`config.mk`:
```
export PLATFORM = sky130hd
export DESIGN_NAME = cst_front
export DESIGN_NICKNAME = d
export VERILOG_FILES = /design/src/design/cst_pkg.sv /design/src/design/cst_front.sv
export SDC_FILE = /design/constraint.sdc
export NUM_CORES = 2
export LEC_CHECK = 0
export ABC_AREA = 1
export BUFFER_PORTS_ARGS = -buffer_cell sky130_fd_sc_hd__buf_2
export CORE_MARGIN = 2
export CORE_UTILIZATION = 39
export CTS_BUF_LIST = sky130_fd_sc_hd__clkbuf_16
export DETAILED_ROUTE_END_ITERATION = 6
export PLACE_DENSITY_LB_ADDON = 0.3
export REMOVE_ABC_BUFFERS = 1
export SLEW_MARGIN = 0
export SYNTH_ARGS = -nofsm -noshare
export SYNTH_HDL_FRONTEND = slang
export SYNTH_SLANG_ARGS = --single-unit
export TNS_END_PERCENT = 1
```
`constraint.sdc`:
```
create_clock -name clk -period 3.1 [get_ports clk]
set_input_delay 0.465 -clock clk [delete_from_list [all_inputs] [get_ports clk]]
set_output_delay 0.465 -clock clk [all_outputs]
set_load 0.01 [all_outputs]
```
`src/design/cst_pkg.sv`:
```
`timescale 1ns / 1ps
// Shared types and constants for the cosine similarity threshold block.
// No dependencies; imported by every module of the block.
package cst_pkg;

	// running sum width and saturation limits
	localparam int SUM_W = 48;
	localparam logic [SUM_W-1:0] SUM_MAX_S = 48'h7FFF_FFFF_FFFF;
	localparam logic [SUM_W-1:0] SUM_MIN_S = 48'h8000_0000_0000;
	localparam logic [SUM_W-1:0] SUM_MAX_U = 48'hFFFF_FFFF_FFFF;

	// depth of the queue between front and back
	localparam int CST_QUEUE_DEPTH = 2;

	// final sums of one vector pair, handed from front to back
	typedef struct packed {
		logic [SUM_W-1:0] cross_sum;
		logic [SUM_W-1:0] first_sq;
		logic [SUM_W-1:0] second_sq;
		logic             ovf;
	} sums_t;

	// queue occupancy flags
	typedef struct packed {
		logic full;
		logic empty;
	} q_stat_t;

endpackage

```
`src/design/cst_front.sv`:
```
`timescale 1ns / 1ps
// Front end: takes element pairs, multiplies, and keeps saturating running sums.
// Depends on cst_pkg; pushes finished sums into cst_queue.
module cst_front import cst_pkg::*; (
	input  logic               clk,
	input  logic               arst_n,
	input  logic               in_valid,
	output logic               in_ready,
	input  logic signed [15:0] first_elem,
	input  logic signed [15:0] second_elem,
	input  logic               last_elem,
	input  logic               q_full,
	output logic               push,
	output sums_t              push_data
);

	logic               vld_s1;
	logic               last_s1;
	logic [31:0]        cross_p_s1;
	logic [30:0]        first_p_s1;
	logic [30:0]        second_p_s1;

	logic [SUM_W-1:0]   cross_q;
	logic [SUM_W-1:0]   first_sq_q;
	logic [SUM_W-1:0]   second_sq_q;
	logic               ovf_q;

	logic signed [31:0] xy;
	logic signed [31:0] xx;
	logic signed [31:0] yy;
	logic               stall;
	logic               accept;
	logic               update;
	logic [SUM_W:0]     cs_wide;
	logic [SUM_W:0]     fs_wide;
	logic [SUM_W:0]     ss_wide;
	logic [SUM_W-1:0]   cs_sat;
	logic [SUM_W-1:0]   fs_sat;
	logic [SUM_W-1:0]   ss_sat;
	logic               cs_ovf;

	// products of the incoming pair
	assign xy = first_elem * second_elem;
	assign xx = first_elem * first_elem;
	assign yy = second_elem * second_elem;

	// a last item waits in stage 1 until the queue has room
	assign stall    = vld_s1 & last_s1 & q_full;
	assign in_ready = !stall;
	assign accept   = in_valid & in_ready;
	assign update   = vld_s1 & !stall;

	// product stage
	always_ff @(posedge clk or negedge arst_n) begin
		if (!arst_n) begin
			vld_s1 <= 1'b0;
		end else if (!stall) begin
			vld_s1 <= accept;
		end
	end

	always_ff @(posedge clk) begin
		if (accept) begin
			last_s1     <= last_elem;
			cross_p_s1  <= xy;
			first_p_s1  <= xx[30:0];
			second_p_s1 <= yy[30:0];
		end
	end

	// saturating accumulation
	always_comb begin
		cs_wide = {cross_q[SUM_W-1], cross_q} + {{(SUM_W-31){cross_p_s1[31]}}, cross_p_s1};
		fs_wide = {1'b0, first_sq_q} + {{(SUM_W-30){1'b0}}, first_p_s1};
		ss_wide = {1'b0, second_sq_q} + {{(SUM_W-30){1'b0}}, second_p_s1};
		cs_ovf  = cs_wide[SUM_W] != cs_wide[SUM_W-1];
		if (cs_ovf) begin
			cs_sat = cs_wide[SUM_W] ? SUM_MIN_S : SUM_MAX_S;
		end else begin
			cs_sat = cs_wide[SUM_W-1:0];
		end
		fs_sat = fs_wide[SUM_W] ? SUM_MAX_U : fs_wide[SUM_W-1:0];
		ss_sat = ss_wide[SUM_W] ? SUM_MAX_U : ss_wide[SUM_W-1:0];
	end

	always_ff @(posedge clk or negedge arst_n) begin
		if (!arst_n) begin
			cross_q     <= '0;
			first_sq_q  <= '0;
			second_sq_q <= '0;
			ovf_q       <= 1'b0;
		end else if (update) begin
			if (last_s1) begin
				cross_q     <= '0;
				first_sq_q  <= '0;
				second_sq_q <= '0;
				ovf_q       <= 1'b0;
			end else begin
				cross_q     <= cs_sat;
				first_sq_q  <= fs_sat;
				second_sq_q <= ss_sat;
				ovf_q       <= ovf_q | cs_ovf | fs_wide[SUM_W] | ss_wide[SUM_W];
			end
		end
	end

	// hand the final sums to the back end
	assign push                = update & last_s1;
	assign push_data.cross_sum = cs_sat;
	assign push_data.first_sq  = fs_sat;
	assign push_data.second_sq = ss_sat;
	assign push_data.ovf       = ovf_q | cs_ovf | fs_wide[SUM_W] | ss_wide[SUM_W];

	// a stalled last item must still be there next cycle
	a_stall_holds: assert property (@(posedge clk) disable iff (!arst_n)
		stall |=> vld_s1 && last_s1)
		else $error("stalled last item lost from stage 1");

endmodule

```
==> flow_summary.ini <==
[timing]
worst_slew_pin_slew_ns = 1.15
relSlewSlack_pct = 23.1
drv_slew = 0
post-route-period-util_pct = 171
fin_setup_tns_ns = -183.39
hold_viol = 0
rsz0062_at_grt = true
finalCriticalPeriod_ns = 5.31
finalSetupViolCount = 222
max_freq_ghz = 0.188
layout_setup_ws_ns = -2.21
finClkSkew_ns = 0.0393

[routing]
ant_nets = 0
routedWlPerCell_um = 16.3
num_vias = 41200
wl_um = 139000
drc = 0
dr.pass1.iters = 7
drt-initial-drc-count = 2518
viasPerCell = 4.83

[setup_path]
crit_arrival_ns = 5.63
cp-start-kind = primary input
crit_buf_inv = 8
cp-end-kind = flip-flop
cpMostUsedCell = fa_1
crit_family = adder cells
critical_path_class = in -> reg
slowest_delay_ns = 0.54
critPathMaxFanout = 7
required_ns = 3.41
critPathSlowestCell = fa_2

[global_routing]
met3_usage_pct = 1.66
globalRoute.busiestLayer = met2
grt_overflow = 0
grtUsageMet2_pct = 39.1
grt_pass1_wl_um = 225000
use_met1_pct = 32.3
grt_usage_pct = 23.2
antenna_found_initial = 2
grt_max_degree = 118
grt_pass1_vias = 43200

[synth]
synth_cell_type_count = 56
synth_cells = 6031
synth.yosys.seq_area_share_pct = 14.0
synth.avg_cell_area_um2 = 7.65
netlist_area_mm2 = 0.0462
yosys_warnings = 0
ys_ff_latch = 239

[floorplan]
rows = 126
die_height_um = 348
die_x_um = 348
design.die.area_mm2 = 0.121
initial_core_util_pct = 39.2
coreArea_mm2 = 0.118
design.portCount = 184

[outcome]
violations = negative setup slack
status = finished, violations left

[clock_tree]
cts_sinks = 239
cts_max_level = 2
cts_buffer_depth = 3
cts-buffers-inserted = 34
clk_latency_ns = 0.58
cts.clk_slew.worst_paths_ns = 0.06
cts_tree = yes
clock-root-buffer = clkbuf_16

[place]
dp.cells = 8423
dp_hpwl_um = 116000
gp_congestion = 0.966
port_buffers = 183

[final_layout]
fillers = 11200
area_growth_pct = 29.2
final_cells = 8516
seqCellArea_mm2 = 0.00645
multi_input_area_mm2 = 0.0361
layout-drive-gt1-share_pct = 24.0
final_net_count = 8078

[min_path]
hold_class = in -> reg

[flow_run]
timing.max_cap.violations = 0
## cell families after synthesis
logic type | count (synthesis) | share of synthesized area [%]
compound gates | 557 | 6.87
xor+xnor | 204 | 3.87
fa+ha+maj | 1088 | 41.2
buf+inv | 1672 | 13.7
flops | 239 | 14.0
simple gates | 2271 | 20.3
## final cells by class
type | instances | share of cell area, %
multi-input cells | 4120 | 60.6
clock inverters | 26 | 0.451
inverters | 1516 | 9.57
clock buffers | 36 | 1.51
repair buffers | 1042 | 13.9
diodes | 1 | 0.00420
well taps | 1536 | 3.22
flip-flops and latches | 239 | 10.8
## path summary, 6_finish.rpt
| check | slack, ns | cells past startpoint | from | to |
|---|---|---|---|---|
| min reg2reg | 0.48 | 2 | ovf_q | ovf_q |
| max | -2.21 | 25 | first_elem[4] | first_p_s1[27] |
| max reg2reg | 0.03 | 17 | cross_p_s1[31] | cross_q[17] |
| min | 0.06 | 1 | last_elem | last_s1 |
| max in group asynchronous | 1.84 | 3 | arst_n | cross_q[1] |
| min in group asynchronous | 0.43 | 2 | arst_n | cross_q[27] |
## metal layers
metal | wire length, um | up-vias
met3 | 5640 | 171
met1 | 63800 | 20200
li1 | - | 19900
met2 | 65900 | 892
met5 | 14 | -
met4 | 3680 | 2
## cell usage in the layout, fill, tap and decap left out, types with 117 or more instances in the layout
cell type,netlist,routed
xor2_1,123,117
o21ai_0,164,127
a21oi_1,242,171
fa_1,720,689
buf_4,2,794
dfrtp_1,146,146
nand2_1,1538,1455
ha_1,368,255
inv_1,1506,1470
nor2_1,327,266
buf_2,13,149
nand3_1,194,162
## synthesized netlist by cell type, drive strengths merged
cell / number / area [um2]
nand2: 1575 / 6120
inv: 1515 / 5690
fa: 720 / 14400
ha: 368 / 4600
nor2: 341 / 1320
a21oi: 245 / 1240
nand3: 197 / 1000
o21ai: 186 / 968
dfrtp: 146 / 3650
clkbuf: 133 / 499
xor2: 123 / 1080
edfxtp: 93 / 2790
xnor2: 81 / 709
nand4: 54 / 338
nor3: 42 / 210
o21bai: 36 / 270
a21o: 26 / 195
or2: 24 / 150
buf: 23 / 154
a22o: 16 / 140
nor4: 16 / 100
a31oi: 12 / 75.1
o211ai: 8 / 60.1
o21a: 8 / 60.1
nand3b: 7 / 52.6
a21boi: 6 / 45.0
and2: 5 / 31.3
a31o: 4 / 35.0
and3: 3 / 18.8
nand2b: 3 / 18.8
nor3b: 3 / 22.5
o31ai: 3 / 22.5
a211oi: 1 / 7.51
a221oi: 1 / 8.76
clkinv: 1 / 3.75
o2111a: 1 / 11.3
o221ai: 1 / 8.76
o22ai: 1 / 6.26
o2bb2ai: 1 / 8.76
o41ai: 1 / 8.76
or3: 1 / 6.26
## sequential cells by signal, summed over array words and instances (netlist names), 30 cells and up
signal       flops
first_p_s1      30
second_p_s1     30
cross_p_s1      32
cross_q         48
first_sq_q      48
second_sq_q     48
## timing repair
action / in CTS / in global routing
setup buffers: 22 / 5
hold endpoints to repair: 48 / 0
cloned: 1 / 1
endpoints found under the setup margin: 238 / 258
gates resized for setup: 424 / 266
pin swaps: 85 / 81
hold buffers: 1 / 0
## worst reg2reg max path: stages (launching register included)
cell,delay (ns)
edfxtp_1,0.45
buf_12,0.19
ha_1,0.39
nand2_1,0.09
inv_1,0.08
nand2_1,0.12
nor2_2,0.17
nand2_1,0.11
nor2_2,0.15
nand2_2,0.09
nand4_1,0.15
nand2_4,0.10
nand2_8,0.15
buf_16,0.25
nand2_1,0.19
buf_4,0.15
nand2_1,0.05
nand2_1,0.06
## per-stage QoR
step                      utilization, %  cell area (um2)  hold slack, ns  setup slack [ns]
after floorplan                        -            45500           0.169             -2.65
after global placement              46.7            55000           0.457             -3.23
after detailed placement            46.7            55000           0.466             -3.30
after CTS                           49.7            58500          0.0257             -2.20
after global routing                50.6            59600          0.0424             -2.42
final                               50.6            59600          0.0579             -2.21
Power is not shown: default switching activity piles up to over one toggle a cycle in this logic, so the estimate is an artifact.
