### config.mk
export PLATFORM = sky130hd
export DESIGN_NAME = cst_back
export DESIGN_NICKNAME = d
export VERILOG_FILES = /design/src/design/cst_pkg.sv /design/src/design/cst_back.sv
export SDC_FILE = /design/constraint.sdc
export NUM_CORES = 2
export LEC_CHECK = 0
export CORE_UTILIZATION = 55
export CTS_BUF_LIST = sky130_fd_sc_hd__clkbuf_4
export CTS_CLUSTER_SIZE = 28
export DETAILED_ROUTE_END_ITERATION = 6
export DONT_BUFFER_PORTS = 1
export GPL_TIMING_DRIVEN = 0
export MAX_ROUTING_LAYER = met4
export PLACE_DENSITY = 0.73
export RECOVER_POWER = 100
export SLEW_MARGIN = 0
export SYNTH_ARGS = -nofsm -noshare
export SYNTH_HDL_FRONTEND = slang
export SYNTH_SLANG_ARGS = --single-unit
### constraint.sdc
create_clock -name clk -period 27.1 [get_ports clk]
set_clock_uncertainty 0.05 [all_clocks]
set_input_delay 5.42 -clock clk [delete_from_list [all_inputs] [get_ports clk]]
set_output_delay 5.42 -clock clk [all_outputs]
set_load 0.01 [all_outputs]
### src/design/cst_pkg.sv
`timescale 1ns / 1ps
// Shared types and constants for the cosine similarity threshold block.
// No dependencies; imported by every module of the block.
package cst_pkg;

	// running sum width and saturation limits
	localparam int SUM_W = 48;
	localparam logic [SUM_W-1:0] SUM_MAX_S = 48'h7FFF_FFFF_FFFF;
	localparam logic [SUM_W-1:0] SUM_MIN_S = 48'h8000_0000_0000;
	localparam logic [SUM_W-1:0] SUM_MAX_U = 48'hFFFF_FFFF_FFFF;

	// depth of the queue between front and back
	localparam int CST_QUEUE_DEPTH = 2;

	// final sums of one vector pair, handed from front to back
	typedef struct packed {
		logic [SUM_W-1:0] cross_sum;
		logic [SUM_W-1:0] first_sq;
		logic [SUM_W-1:0] second_sq;
		logic             ovf;
	} sums_t;

	// queue occupancy flags
	typedef struct packed {
		logic full;
		logic empty;
	} q_stat_t;

endpackage

### src/design/cst_back.sv
`timescale 1ns / 1ps
// Back end: decides the threshold test for one set of sums with a shared
// 32x32 multiplier, and holds the result register. Depends on cst_pkg.
module cst_back import cst_pkg::*; (
	input  logic               clk,
	input  logic               arst_n,
	input  sums_t              head,
	input  q_stat_t            q_stat,
	output logic               pop,
	input  logic signed [15:0] threshold,
	output logic               out_valid,
	input  logic               out_ready,
	output logic               pair_match,
	output logic               acc_overflow
);

	typedef enum logic [5:0] {
		S_IDLE  = 6'b000001,
		S_CHECK = 6'b000010,
		S_MUL   = 6'b000100,
		S_DRAIN = 6'b001000,
		S_CMP   = 6'b010000,
		S_OUT   = 6'b100000
	} state_t;

	// which product is being built
	typedef enum logic [2:0] {
		PH_CC  = 3'b001,
		PH_AB  = 3'b010,
		PH_ABT = 3'b100
	} phase_t;

	// 3 limbs of X by 2 limbs of Y, Y limb runs fastest
	localparam logic [2:0] LAST_PP = 3'd5;

	state_t           state_q;
	phase_t           phase_q;
	logic [2:0]       k_q;
	logic [SUM_W-1:0] cross_q;
	logic [SUM_W-1:0] a_q;
	logic [SUM_W-1:0] b_q;
	logic             ovf_q;
	logic [95:0]      opx_q;
	logic [63:0]      opy_q;
	logic [63:0]      pp_s1;
	logic [1:0]       shift_s1;
	logic             pp_vld_s1;
	logic [127:0]     acc_q;
	logic [95:0]      left_q;
	logic [127:0]     right_q;
	logic             res_q;
	logic             out_valid_q;
	logic             pair_match_q;
	logic             acc_overflow_q;

	logic             neg;
	logic [SUM_W-1:0] cmag;
	logic [15:0]      tmag;
	logic [31:0]      t2;
	logic             thr_nonpos;
	logic             thr_nonneg;
	logic             norm_zero;
	logic             early;
	logic [1:0]       xi;
	logic [31:0]      x_limb;
	logic [31:0]      y_limb;
	logic [127:0]     pp_ext;
	logic [127:0]     acc_sum;
	logic [127:0]     left_ext;
	logic             out_free;

	// magnitudes and the early sign decisions
	assign neg        = cross_q[SUM_W-1];
	assign cmag       = neg ? (~cross_q + 1'b1) : cross_q;
	assign tmag       = threshold[15] ? (~threshold + 1'b1) : threshold;
	assign t2         = {16'b0, tmag} * {16'b0, tmag};
	assign thr_nonpos = threshold[15] || (threshold == '0);
	assign thr_nonneg = !threshold[15];
	assign norm_zero  = (a_q == '0) || (b_q == '0);
	assign early      = norm_zero || (!neg && thr_nonpos) || (neg && thr_nonneg);

	// limb select for the shared multiplier
	assign xi = k_q[2:1];
	always_comb begin
		case (xi)
			2'd0:    x_limb = opx_q[31:0];
			2'd1:    x_limb = opx_q[63:32];
			2'd2:    x_limb = opx_q[95:64];
			default: x_limb = '0;
		endcase
		y_limb = k_q[0] ? opy_q[63:32] : opy_q[31:0];
	end

	// partial product placed at its limb offset
	assign pp_ext   = {64'b0, pp_s1} << {shift_s1, 5'b0};
	assign acc_sum  = acc_q + pp_ext;
	assign left_ext = {2'b0, left_q, 30'b0};

	assign out_free = !out_valid_q || out_ready;
	assign pop      = (state_q == S_IDLE) && !q_stat.empty;

	// sequencer
	always_ff @(posedge clk or negedge arst_n) begin
		if (!arst_n) begin
			state_q     <= S_IDLE;
			phase_q     <= PH_CC;
			k_q         <= '0;
			pp_vld_s1   <= 1'b0;
			out_valid_q <= 1'b0;
		end else begin
			pp_vld_s1 <= state_q == S_MUL;
			unique case (state_q)
				S_IDLE: begin
					if (pop) begin
						state_q <= S_CHECK;
					end
				end
				S_CHECK: begin
					k_q     <= '0;
					phase_q <= PH_CC;
					state_q <= early ? S_OUT : S_MUL;
				end
				S_MUL: begin
					k_q <= k_q + 1'b1;
					if (k_q == LAST_PP) begin
						state_q <= S_DRAIN;
					end
				end
				S_DRAIN: begin
					k_q <= '0;
					unique case (phase_q)
						PH_CC: begin
							phase_q <= PH_AB;
							state_q <= S_MUL;
						end
						PH_AB: begin
							phase_q <= PH_ABT;
							state_q <= S_MUL;
						end
						PH_ABT: begin
							state_q <= S_CMP;
						end
						default: begin
							state_q <= S_IDLE;
						end
					endcase
				end
				S_CMP: begin
					state_q <= S_OUT;
				end
				S_OUT: begin
					if (out_free) begin
						state_q <= S_IDLE;
					end
				end
				default: begin
					state_q <= S_IDLE;
				end
			endcase
			// result register
			if (state_q == S_OUT && out_free) begin
				out_valid_q <= 1'b1;
			end else if (out_ready) begin
				out_valid_q <= 1'b0;
			end
		end
	end

	// datapath
	always_ff @(posedge clk) begin
		pp_s1    <= {32'b0, x_limb} * {32'b0, y_limb};
		shift_s1 <= xi + {1'b0, k_q[0]};

		if (state_q == S_CHECK || state_q == S_DRAIN) begin
			acc_q <= '0;
		end else if (pp_vld_s1) begin
			acc_q <= acc_sum;
		end

		case (state_q)
			S_IDLE: begin
				if (pop) begin
					cross_q <= head.cross_sum;
					a_q     <= head.first_sq;
					b_q     <= head.second_sq;
					ovf_q   <= head.ovf;
				end
			end
			S_CHECK: begin
				res_q <= !norm_zero && !neg;
				opx_q <= {48'b0, cmag};
				opy_q <= {16'b0, cmag};
			end
			S_DRAIN: begin
				case (phase_q)
					PH_CC: begin
						left_q <= acc_sum[95:0];
						opx_q  <= {48'b0, a_q};
						opy_q  <= {16'b0, b_q};
					end
					PH_AB: begin
						opx_q <= acc_sum[95:0];
						opy_q <= {32'b0, t2};
					end
					default: begin
						right_q <= acc_sum;
					end
				endcase
			end
			S_CMP: begin
				res_q <= neg ? (left_ext <= right_q) : (left_ext >= right_q);
			end
			S_OUT: begin
				if (out_free) begin
					pair_match_q   <= res_q;
					acc_overflow_q <= ovf_q;
				end
			end
			default: begin
			end
		endcase
	end

	assign out_valid    = out_valid_q;
	assign pair_match   = pair_match_q;
	assign acc_overflow = acc_overflow_q;

	a_drain_to_cmp: assert property (@(posedge clk) disable iff (!arst_n)
		(state_q == S_DRAIN && phase_q == PH_ABT) |=> state_q == S_CMP)
		else $error("final product not followed by compare");

	a_pp_from_mul: assert property (@(posedge clk) disable iff (!arst_n)
		pp_vld_s1 |-> $past(state_q == S_MUL))
		else $error("partial product valid outside multiply");

endmodule

==> impl_results.md <==
- Port Buffers: 0
- Num ports: 170
- Clock latency on the worst-skew pair: 1.11 ns
- Type of origin of the critical path: input port
- #FFs+latches synth: 724
- Hold Path Depth: 0
- Number of H-tree levels: 4
- Post-DRT Antenna Nets: 0
- R2R setup slack: 14.63 ns
- Gr usage total: 41.8%
- First-pass GRT wire length: 407,000 µm
- Vias: 63.0k
- DR vias/cell: 6.15
- Hold Path End: acc_overflow$_DFFE_PP_
- Die width: 375 µm
- Hold-fix buffers, CTS: 0
- Slew HR: -48.8%
- Vias in the first global route: 61.9k
- CTS max path bufs: 3
- TritonCTS clock tree: done
- Final hold viol count: 0
- Total CTS buffers: 181
- CTS clk-pin slew, worst paths: 0.07 ns
- CTS sink cnt: 724
- Mapped Cells: 8,014
- Worst-path fanout max: 10
- Largest net degree at the start of global routing: 39
- Starting Density: 55.5%
- Worst hold slack: 0.380 ns
- Die area: 140,000 µm²
- Worst slew pin tran: 2.22 ns
- Detailed Route Iter0 Violations: 8,023
- Fraction of the yosys area taken by sequential cells: 25.8%
- Required time worst endpoint: 27.79 ns
- Fin util: 59.3%
- RR Startpoint: k_q[0]$_DFFE_PN0P_
- CP max-delay cell: xnor2_1
- Netlist cell types: 77
- Commonest non-fill, non-tap cell in the layout: inv_1
- Chip height: 375 µm
- Cells along the critical path: clkbuf_1 > clkbuf_1 > o31ai_1 > xnor2_1 > clkinv_1 > nor2_1 > fa_1 > fa_1 > fa_1 > fa_1 > inv_1 > fa_1 > inv_1 > fa_1 > ha_1 > nand4_1 > o31a_1 > o41a_1 > a311oi_1 > and3_1 > o21ai_0 > mux2i_1 > a2111oi_0 > a21oi_1
- Core area: 138,000 µm²
- Wire length per cell: 27.9 µm
- Predominant post-synthesis flop cell: edfxtp_1
- Number of filler cells placed in the layout: 12.1k
- Detailed Place HPWL: 237,000 µm
- Cell Count, Final, Fillers Out: 10.3k
- Drt pass-1 iters: 7
- Layout cell share with drive strength beyond 1: 4.39%
- Top post-synthesis cells by area: fa_1 28%, edfxtp_1 20%, ha_1 9.6%
- CTS root buf: clkbuf_4
- Hold Crit Class: reg -> reg
- Synthesized area per cell: 9.53 µm²
- Min-delay src: ovf_q$_DFFE_PP_
- Placer Congestion: 1.15
- Fin. max-slew vios: 242
- Worst r2r path cells: 31
- Min Tclk post-route: 13.97 ns
- Mapped Area: 76,400 µm²
- Worst path most repeated cell: fa_1
- Worst R2R End: pp_s1[62]$_DFF_P_
- F_max: 71.6 MHz
- PostCTS Resize Cnt: 0
- Placed Cells incl. Taps: 9,871
- Failing checks: design-rule violations, max-capacitance violations, max-slew violations
- Area leader, netlist: fa_1
- WL final: 286,000 µm
- TNS Setup: 0 ns
- Nets@finish: 10.1k
- Residual DRC count: 18
- Yosys top cell area share: 27.8%
- Worst Path Arrival: 14.66 ns
- Crit. End Element: flip-flop
- Row count: 136
- Initial antenna violation count: 39
- Number of max-cap violations: 12
- Post-synth EDFFs: 516
- Max incr delay on CP: 0.92 ns
- Ys Warns: 0
- Kind of critical path: in -> reg
- # setup viols final: 0
- Area growth syn-to-layout: 6.89%
- Fin crit share: 51.6%
- Outcome: finished with violations
- Unrepaired setup endpoints after global routing: false
- Post-CTS Setup Repair Bufs: 0
- Commonest cells after routing, fill and taps aside: 1,217 x inv_1, 1,061 x fa_1, 1,054 x nor2_1
- Remaining global-route overflow: 0
- Share of synthesized flip-flops with an asynchronous set or reset: 1.93%
sequential cells by signal, indices dropped and copies added, names as in the netlist, 64 cells and up:
register,cells
opx_q,96
acc_q,128
right_q,128
left_q,96
pp_s1,64
worst max-delay path by stage:
stage | to | start | depth (start not counted)
global placement | opy_q[19]$_DFFE_PP_ | state_q[1]$_DFFE_PN0P_ | 5
finish | opy_q[28]$_DFFE_PP_ | threshold[15] | 24
global route | opy_q[28]$_DFFE_PP_ | threshold[0] | 30
floorplan | pop | q_stat[0] | 1
detailed placement | opy_q[28]$_DFFE_PP_ | threshold[15] | 24
CTS | opy_q[28]$_DFFE_PP_ | threshold[15] | 24
cells by family (layout without fill, tap and decap cells):
group / after synthesis / after routing / synth area share, %
compound gates: 1113 / 1113 / 9.05
simple gates: 2443 / 2443 / 13.8
other cells: 2 / 58 / 0.00984
flops: 724 / 724 / 25.8
buf+inv: 1588 / 1974 / 7.81
fa+ha+maj: 1644 / 1644 / 37.4
mux: 218 / 218 / 2.88
xor+xnor: 282 / 282 / 3.23
synth_stat cells (184+ instances only):
cell / number
xnor2_1: 184
dfxtp_1: 194
a21oi_1: 377
nand2_1: 836
o21ai_0: 218
clkbuf_1: 323
edfxtp_1: 516
inv_1: 1217
fa_1: 1061
ha_1: 583
nor2_1: 1053
mux2i_1: 202
routing by layer:
layer  routed length (µm)  track usage (%)  share of wire (%)
met5                    0                -                  0
met4                20700             24.3                7.2
met3                37400             12.5                 13
met2               120000             59.2                 42
met1               107000             53.1                 38
worst max-delay path, delay by kind of cell:
family                     cells  cell delay (ns)
adders and majority gates      7             3.44
AOI/OAI and AO/OA              7             2.45
buffers and inverters          5             1.59
xor gates and xnor gates       1             0.92
and+or+nand+nor                3             0.70
muxes                          1             0.15
metrics by stage:
step                area [µm²]  setup WS, ns
global placement         78600         -4.77
CTS                      81800         13.37
floorplan                76400          1.30
detailed placement       79400         12.26
finish                   81600         13.13
global route             81600         12.61
layout make-up:
cell class	instances	area (µm²)	area share (%)
Antenna cell	46	115	0.141
Inverter	1221	4580	5.62
Multi-Input combinational cell	5712	50700	62.2
Buffer	367	1380	1.69
Timing Repair Buffer	54	359	0.440
Clock buffer	266	2000	2.45
Clock inverter	66	477	0.584
Sequential cell	724	19700	24.2
Tap cell	1794	2240	2.75
Power is left out: the tool's default activity adds up to more than one toggle a clock period on the data nets, which glitch-free logic cannot reach.
