**src/design/cst_pkg.sv**
```systemverilog
`timescale 1ns / 1ps
// Shared types and constants for the cosine similarity threshold block.
// No dependencies; imported by every module of the block.
package cst_pkg;

	// running sum width and saturation limits
	localparam int SUM_W = 48;
	localparam logic [SUM_W-1:0] SUM_MAX_S = 48'h7FFF_FFFF_FFFF;
	localparam logic [SUM_W-1:0] SUM_MIN_S = 48'h8000_0000_0000;
	localparam logic [SUM_W-1:0] SUM_MAX_U = 48'hFFFF_FFFF_FFFF;

	// depth of the queue between front and back
	localparam int CST_QUEUE_DEPTH = 2;

	// final sums of one vector pair, handed from front to back
	typedef struct packed {
		logic [SUM_W-1:0] cross_sum;
		logic [SUM_W-1:0] first_sq;
		logic [SUM_W-1:0] second_sq;
		logic             ovf;
	} sums_t;

	// queue occupancy flags
	typedef struct packed {
		logic full;
		logic empty;
	} q_stat_t;

endpackage

```
**src/design/cst_queue.sv**
```systemverilog
`timescale 1ns / 1ps
// Short queue of finished vector sums between front and back.
// Depends on cst_pkg for sums_t and q_stat_t.
module cst_queue import cst_pkg::*; #(
	parameter int DEPTH = CST_QUEUE_DEPTH
) (
	input  logic    clk,
	input  logic    arst_n,
	input  logic    push,
	input  sums_t   push_data,
	input  logic    pop,
	output sums_t   head,
	output q_stat_t stat
);

	localparam int PTR_W = $clog2(DEPTH);
	localparam int CNT_W = $clog2(DEPTH + 1);
	localparam logic [PTR_W-1:0] LAST_PTR = PTR_W'(DEPTH - 1);
	localparam logic [CNT_W-1:0] FULL_CNT = CNT_W'(DEPTH);

	sums_t            mem_q [DEPTH];
	logic [PTR_W-1:0] wr_ptr_q;
	logic [PTR_W-1:0] rd_ptr_q;
	logic [CNT_W-1:0] cnt_q;

	// storage
	always_ff @(posedge clk) begin
		if (push) begin
			mem_q[wr_ptr_q] <= push_data;
		end
	end

	assign head       = mem_q[rd_ptr_q];
	assign stat.full  = cnt_q == FULL_CNT;
	assign stat.empty = cnt_q == '0;

	// pointers and fill count
	always_ff @(posedge clk or negedge arst_n) begin
		if (!arst_n) begin
			wr_ptr_q <= '0;
			rd_ptr_q <= '0;
			cnt_q    <= '0;
		end else begin
			if (push) begin
				wr_ptr_q <= (wr_ptr_q == LAST_PTR) ? '0 : wr_ptr_q + 1'b1;
			end
			if (pop) begin
				rd_ptr_q <= (rd_ptr_q == LAST_PTR) ? '0 : rd_ptr_q + 1'b1;
			end
			if (push && !pop) begin
				cnt_q <= cnt_q + 1'b1;
			end else if (pop && !push) begin
				cnt_q <= cnt_q - 1'b1;
			end
		end
	end

	a_no_overrun: assert property (@(posedge clk) disable iff (!arst_n)
		!(push && stat.full))
		else $error("push into full queue");

	a_no_underrun: assert property (@(posedge clk) disable iff (!arst_n)
		!(pop && stat.empty))
		else $error("pop from empty queue");

endmodule

```
**config.mk**
```make
export PLATFORM = sky130hd
export DESIGN_NAME = cst_queue
export DESIGN_NICKNAME = d
export VERILOG_FILES = /design/src/design/cst_pkg.sv /design/src/design/cst_queue.sv
export SDC_FILE = /design/constraint.sdc
export NUM_CORES = 1
export LEC_CHECK = 0
export BUFFER_PORTS_ARGS = -buffer_cell sky130_fd_sc_hd__buf_2
export CAP_MARGIN = 20
export CORE_UTILIZATION = 45
export CTS_CLUSTER_SIZE = 25
export DETAILED_ROUTE_END_ITERATION = 12
export GPL_TIMING_DRIVEN = 0
export PLACE_DENSITY = 0.7
export RECOVER_POWER = 25
export SLEW_MARGIN = 20
export SYNTH_ARGS = -nofsm -noshare
export SYNTH_HDL_FRONTEND = slang
export SYNTH_SLANG_ARGS = --single-unit
```
**constraint.sdc**
```tcl
create_clock -name clk -period 9.5 [get_ports clk]
set_input_delay 0.475 -clock clk [delete_from_list [all_inputs] [get_ports clk]]
set_output_delay 0.475 -clock clk [all_outputs]
set_load 0.02 [all_outputs]
```
==> results of run 1 <==
==> power groups by stage <==
stage               Combinational, uW  Clock (uW)  Sequential, uW
floorplan                         966           0            1840
global placement                 1390           0            1880
CTS                              1470        1160            1770
finish                           1440        1120            1770
global route                     1530        1200            1790
detailed placement               1460           0            1800
==> Yosys cell counts, drive strengths merged <==
library cell	number
dfrtp	4
ha	1
xnor2	1
buf	6
nor2b	2
xor2	4
edfxtp	290
and2	1
clkbuf	10
nor2	2
mux2	145
inv	1
==> area by class of cell <==
| type | instances | area, sq um |
|---|---|---|
| sequential | 294 | 8810 |
| clock buffer | 42 | 847 |
| inverter | 1 | 3.75 |
| tap | 319 | 399 |
| buffer | 16 | 205 |
| antenna | 4 | 10.0 |
| fill | 1799 | 9600 |
| multi-input combinational | 156 | 1730 |
| clock inverter | 14 | 120 |
| timing repair buffer | 305 | 1690 |
==> through the flow <==
stage	area, sq um	setup TNS, ns	power (uW)
floorplan	10700	0	2800
global placement	12600	-291.40	3270
detailed placement	12800	0	3260
CTS	13800	0	4390
global route	13800	0	4520
finish	13800	0	4330
==> registers in the layout, summed over array words and instances (netlist names) <==
register  flops
mem_q       290
cnt_q         2
rd_ptr_q      1
wr_ptr_q      1
==> worst reg2reg max path: stages, from the launching register on <==
cell and delay (ns):
dfrtp_1 0.43, nor2b_4 0.59, buf_16 0.25, buf_12 0.20, buf_16 0.19
==> how the worst max path moves through the flow <==
stage | from | endpoint | slack (ns) | cells after the start
after floorplan | wr_ptr_q | mem_q[0][0] | 2.03 | 1
after global placement | push | mem_q[0][26] | -2.02 | 2
after detailed placement | push | mem_q[0][10] | 7.29 | 5
after CTS | rd_ptr_q | head[77] | 7.06 | 4
after global routing | rd_ptr_q | head[77] | 7.05 | 4
final | rd_ptr_q | head[77] | 7.14 | 4
==> cell families (layout without fill, tap and decap cells) <==
| logic type | after synthesis | count (layout) | synth area share |
|---|---|---|---|
| DFF | 294 | 294 | 0.821 |
| muxes | 145 | 145 | 0.152 |
| buffers and inverters | 17 | 378 | 0.0195 |
| xor gates and xnor gates | 5 | 5 | 0.00408 |
| and+or+nand+nor | 5 | 5 | 0.00245 |
| adders and majority gates | 1 | 1 | 0.00117 |
| other | 0 | 4 | 0 |
==> per-layer routing <==
layer	vias to the layer above	routed length [um]	track usage
li1	2544	-	-
met5	-	0	0
met3	35	1960	0.0590
met4	0	516	0.0551
met1	2691	7410	0.167
met2	227	9860	0.275
==> flow_summary.json, run 1 <==
{
  "period_share": 0.248,
  "reg2regPathDepth": 4,
  "drt-pass1-iter-count": 4,
  "gp_congestion": 0.707,
  "p_seq_frac": 0.408,
  "synth_nets": 617,
  "die_area_sq_mm": 0.0245,
  "cts_tree": "yes",
  "ant_nets": 0,
  "total_leakage_power_uw": 0.00519,
  "hp-class": "in2reg",
  "cpMaxStageDelayCell": "dfrtp_1",
  "power_density_mw_per_mm2": 314,
  "preCtsSetupSlack_ns": 7.29,
  "final_util": 0.590,
  "min-delay-start": "push_data[50]",
  "arrival_ns": 1.88,
  "postCtsSetupBuffers": 0,
  "rsz0062_at_grt": "no",
  "cts-hold-fix-buffers": 1,
  "hold_depth": 1,
  "finClkSkew_ns": 0.00767,
  "synth_seq_cells": 294,
  "hpwl_um": 13500,
  "finalHoldViolCount": 0,
  "setup_viol": 0,
  "r2r_start": "wr_ptr_q",
  "clk_path_buf_depth": 3,
  "overflow": 0,
  "ys_top_cells_by_area": "edfxtp_1 (81%), mux2_2 (15%), clkbuf_8 (1.3%)",
  "clockPowerShare": 0.260,
  "avgSynthCellArea_sq_um": 23.0,
  "ys_warn_count": 0,
  "antenna_found_initial": 4,
  "numCtsBuffers": 30,
  "initial_core_util": 0.459,
  "yosys.area.top_type_share": 0.811,
  "crit_chain": "buf_6, clkbuf_8, mux2_2, buf_2",
  "path_clk_slew_ns": 0.06,
  "syn_area_sq_mm": 0.0107,
  "crit_buf_inv": 3,
  "peakVddDrop_uv": 175,
  "cp-start-kind": "register",
  "nets": 954,
  "grt_pass1_vias": 5613,
  "ys_types": 12,
  "final_common_cell": "edfxtp_1",
  "r2r-end": "mem_q[0][86]",
  "drive_above_1_share": 0.595,
  "drt_iter0_markers": 194,
  "htreeDepth": 1,
  "die_w_um": 156,
  "drv_cap": 0,
  "port_buffers": 295,
  "grt_max_degree": 53,
  "instances_no_fill": 1151,
  "swShare": 0.309,
  "pwr-share-comb": 0.332,
  "tightest_slew_ns": 0.697,
  "cts_resized": 0,
  "gr-usage-all-layers": 0.155,
  "final_cell_mix": "edfxtp_1 (290), buf_2 (275), mux2_2 (145), clkbuf_16 (31), clkbuf_1 (27)",
  "holdWs_ns": 0.118,
  "post-route-drc-count": 0,
  "worst_slack_ns": 7.14,
  "dp_cells": 1090,
  "area_delta_synth_final_pct": 28.6,
  "outcome": "completed",
  "critPathMaxFanout": 10,
  "rrSetupSlack_ns": 7.53,
  "cts_root_buf": "clkbuf_16",
  "worst_ep_required_time_ns": 9.03,
  "vias_per_cell": 4.78,
  "crit_path_end_kind": "primary output",
  "intPower_uw": 2990,
  "critPathTopFamily": "buffers and inverters",
  "critical_path_class": "reg2out",
  "hold_end": "mem_q[1][50]",
  "drv_slew": 0,
  "crit_path_max_incr_delay_ns": 0.37,
  "pin_count": 296,
  "yosysSeqAreaShare": 0.821,
  "relSlewSlack": 0.534,
  "clkSinkCount": 294,
  "worstSkewPairLatency_ns": 0.54,
  "drt-total-wl_um": 19700,
  "fmax_mhz": 424,
  "switchingPower_uw": 1340,
  "yosys.area.top_type": "edfxtp_1",
  "wl_per_cell_um": 17.2,
  "fp.dieH_um": 156,
  "netlist_instances": 467,
  "core_area_sq_mm": 0.0234,
  "num_vias": 5497,
  "row_count": 56,
  "grt_pass1_wl_um": 28700,
  "period_needed_ns": 2.36
}
Note: power is estimated with default switching activity, not from simulation.
==> run 2: changes to the inputs <==
==> constraint.sdc (replaced) <==
create_clock -name clk -period 2.2 [get_ports clk]
set_input_delay 0.11 -clock clk [delete_from_list [all_inputs] [get_ports clk]]
set_output_delay 0.11 -clock clk [all_outputs]
set_load 0.02 [all_outputs]
==> flow_summary.json, run 2 (synthesis gave the netlist of run 1 again) <==
{
  "outcome": "completed",
  "area_delta_synth_final_pct": 41.9,
  "critical_path_class": "reg2out",
  "largest_register_ffs": 290,
  "cts_resized": 0,
  "final_util": 0.651,
  "peakVddDrop_uv": 1040,
  "wl_per_cell_um": 17.3,
  "switchingPower_uw": 5930,
  "worst_slack_ns": 0.243,
  "pin_count": 296,
  "relSlewSlack": 0.503,
  "die_area_sq_mm": 0.0245,
  "holdWs_ns": 0.291,
  "crit_path_end_kind": "primary output",
  "finClkSkew_ns": 0.00861,
  "grt_pass1_vias": 6509,
  "port_buffers": 295,
  "grt_pass1_wl_um": 33600,
  "final_cell_mix": "edfxtp_1 (290), buf_2 (246), dlygate4sd3_1 (149), mux2_2 (145), clkbuf_1 (50)",
  "post-route-drc-count": 0,
  "arrival_ns": 1.85,
  "drv_slew": 0,
  "drt_iter0_markers": 253,
  "drt-total-wl_um": 22400,
  "core_area_sq_mm": 0.0234,
  "antenna_cells": 0,
  "hold_depth": 2,
  "tightest_slew_ns": 0.745,
  "top_regs": "mem_q (290), cnt_q (2)",
  "num_vias": 6044,
  "worst_ep_required_time_ns": 2.09,
  "overflow": 0,
  "pwr-share-comb": 0.342,
  "gr-usage-all-layers": 0.180,
  "clockPowerShare": 0.253,
  "numCtsBuffers": 30,
  "crit_path_max_incr_delay_ns": 0.37,
  "power_density_mw_per_mm2": 1240,
  "top_register": "mem_q",
  "total_leakage_power_uw": 0.00570,
  "clk_path_buf_depth": 3,
  "swShare": 0.313,
  "cts_root_buf": "clkbuf_16",
  "ant_nets": 0,
  "r2r-end": "mem_q[1][67]",
  "period_share": 0.890,
  "vias_per_cell": 4.67,
  "hp-class": "in2reg",
  "instances_no_fill": 1295,
  "grt_max_degree": 53,
  "nets": 1102,
  "drv_cap": 0,
  "fmax_mhz": 511,
  "dp_cells": 1090,
  "fp.dieH_um": 156,
  "row_count": 56,
  "final_common_cell": "edfxtp_1",
  "r2r_start": "wr_ptr_q",
  "clkSinkCount": 294,
  "rrSetupSlack_ns": 0.38,
  "setup_viol": 0,
  "gp_congestion": 0.723,
  "die_w_um": 156,
  "antenna_found_initial": 0,
  "cts_tree": "yes",
  "worstSkewPairLatency_ns": 0.54,
  "hold_end": "mem_q[1][55]",
  "crit_chain": "buf_6, clkbuf_8, mux2_2, buf_2",
  "path_clk_slew_ns": 0.06,
  "initial_core_util": 0.459,
  "seqCellArea_sq_mm": 0.00881,
  "finalHoldViolCount": 0,
  "hpwl_um": 13800,
  "critPathMaxFanout": 10,
  "cp-start-kind": "register",
  "drt-pass1-iter-count": 4,
  "preCtsSetupSlack_ns": 0.385,
  "fillers": 1647,
  "cpMaxStageDelayCell": "dfrtp_1",
  "reg2regPathDepth": 2,
  "rsz0062_at_grt": "no",
  "p_total_uw": 18900,
  "multi_input_area_sq_mm": 0.00173,
  "p_seq_frac": 0.404,
  "period_needed_ns": 1.96,
  "drive_above_1_share": 0.471,
  "min-delay-start": "push_data[55]",
  "htreeDepth": 1,
  "intPower_uw": 13000
}
-- run 2: changes by cell type in the layout (fill, tap and decap cells not counted), moves of 4 or more --
cell | before | now
clkbuf_1 | 27 | 50
dlygate4sd3_1 | 1 | 149
buf_2 | 275 | 246
diode_2 | 4 | 0
clkinv_1 | 2 | 10
clkinv_2 | 9 | 3
-- run 2: layout make-up --
cell class | instances | share of cell area
repair buffers | 453 | 0.206
clock buffers | 36 | 0.0522
inverters | 1 | 0.000246
plain buffers | 16 | 0.0135
well taps | 319 | 0.0262
flip-flops and latches | 294 | 0.578
multi-input cells | 156 | 0.113
clock inverters | 20 | 0.0100
-- run 2: what timing repair did --
| item | in CTS | in global routing |
|---|---|---|
| endpoints found under the hold margin | 297 | 0 |
| hold buffers | 149 | 0 |
| buffers inserted | 0 | 0 |
-- run 2: critical path, delay by kind of cell (launching register included) --
kind / cells / cell delay (ns)
buffers and inverters: 3 / 0.57
DFF: 1 / 0.37
muxes: 1 / 0.36
-- run 2: worst max path at each step --
stage / from / endpoint / slack [ns] / cells after the start
final: rd_ptr_q / head[53] / 0.24 / 4
after global routing: rd_ptr_q / head[127] / 0.14 / 4
after CTS: rd_ptr_q / head[52] / 0.18 / 4
after detailed placement: wr_ptr_q / mem_q[0][132] / 0.38 / 4
after global placement: wr_ptr_q / mem_q[0][139] / -2.02 / 1
after floorplan: wr_ptr_q / mem_q[0][0] / -0.80 / 1
-- run 2: metrics by stage --
step                      area, sq um  TNS [ns]
after floorplan                 10700   -182.68
after global placement          12600   -502.69
after detailed placement        12900         0
after CTS                       15300         0
after global routing            15200         0
final                           15200         0
-- run 2: layer usage --
metal	wire, um	part of all wire	global-route usage
met5	0	0	0
met4	431	0.019	0.0518
met3	1950	0.087	0.0576
met2	11800	0.53	0.337
met1	8150	0.36	0.191
-- run 2: power groups by stage --
stage	sequential, uW	clock [uW]	combinational [uW]
after floorplan	7770	0	4180
after global placement	7850	0	6000
after detailed placement	7770	0	6310
after CTS	7650	4910	6540
after global routing	7750	5130	6900
final	7660	4800	6480
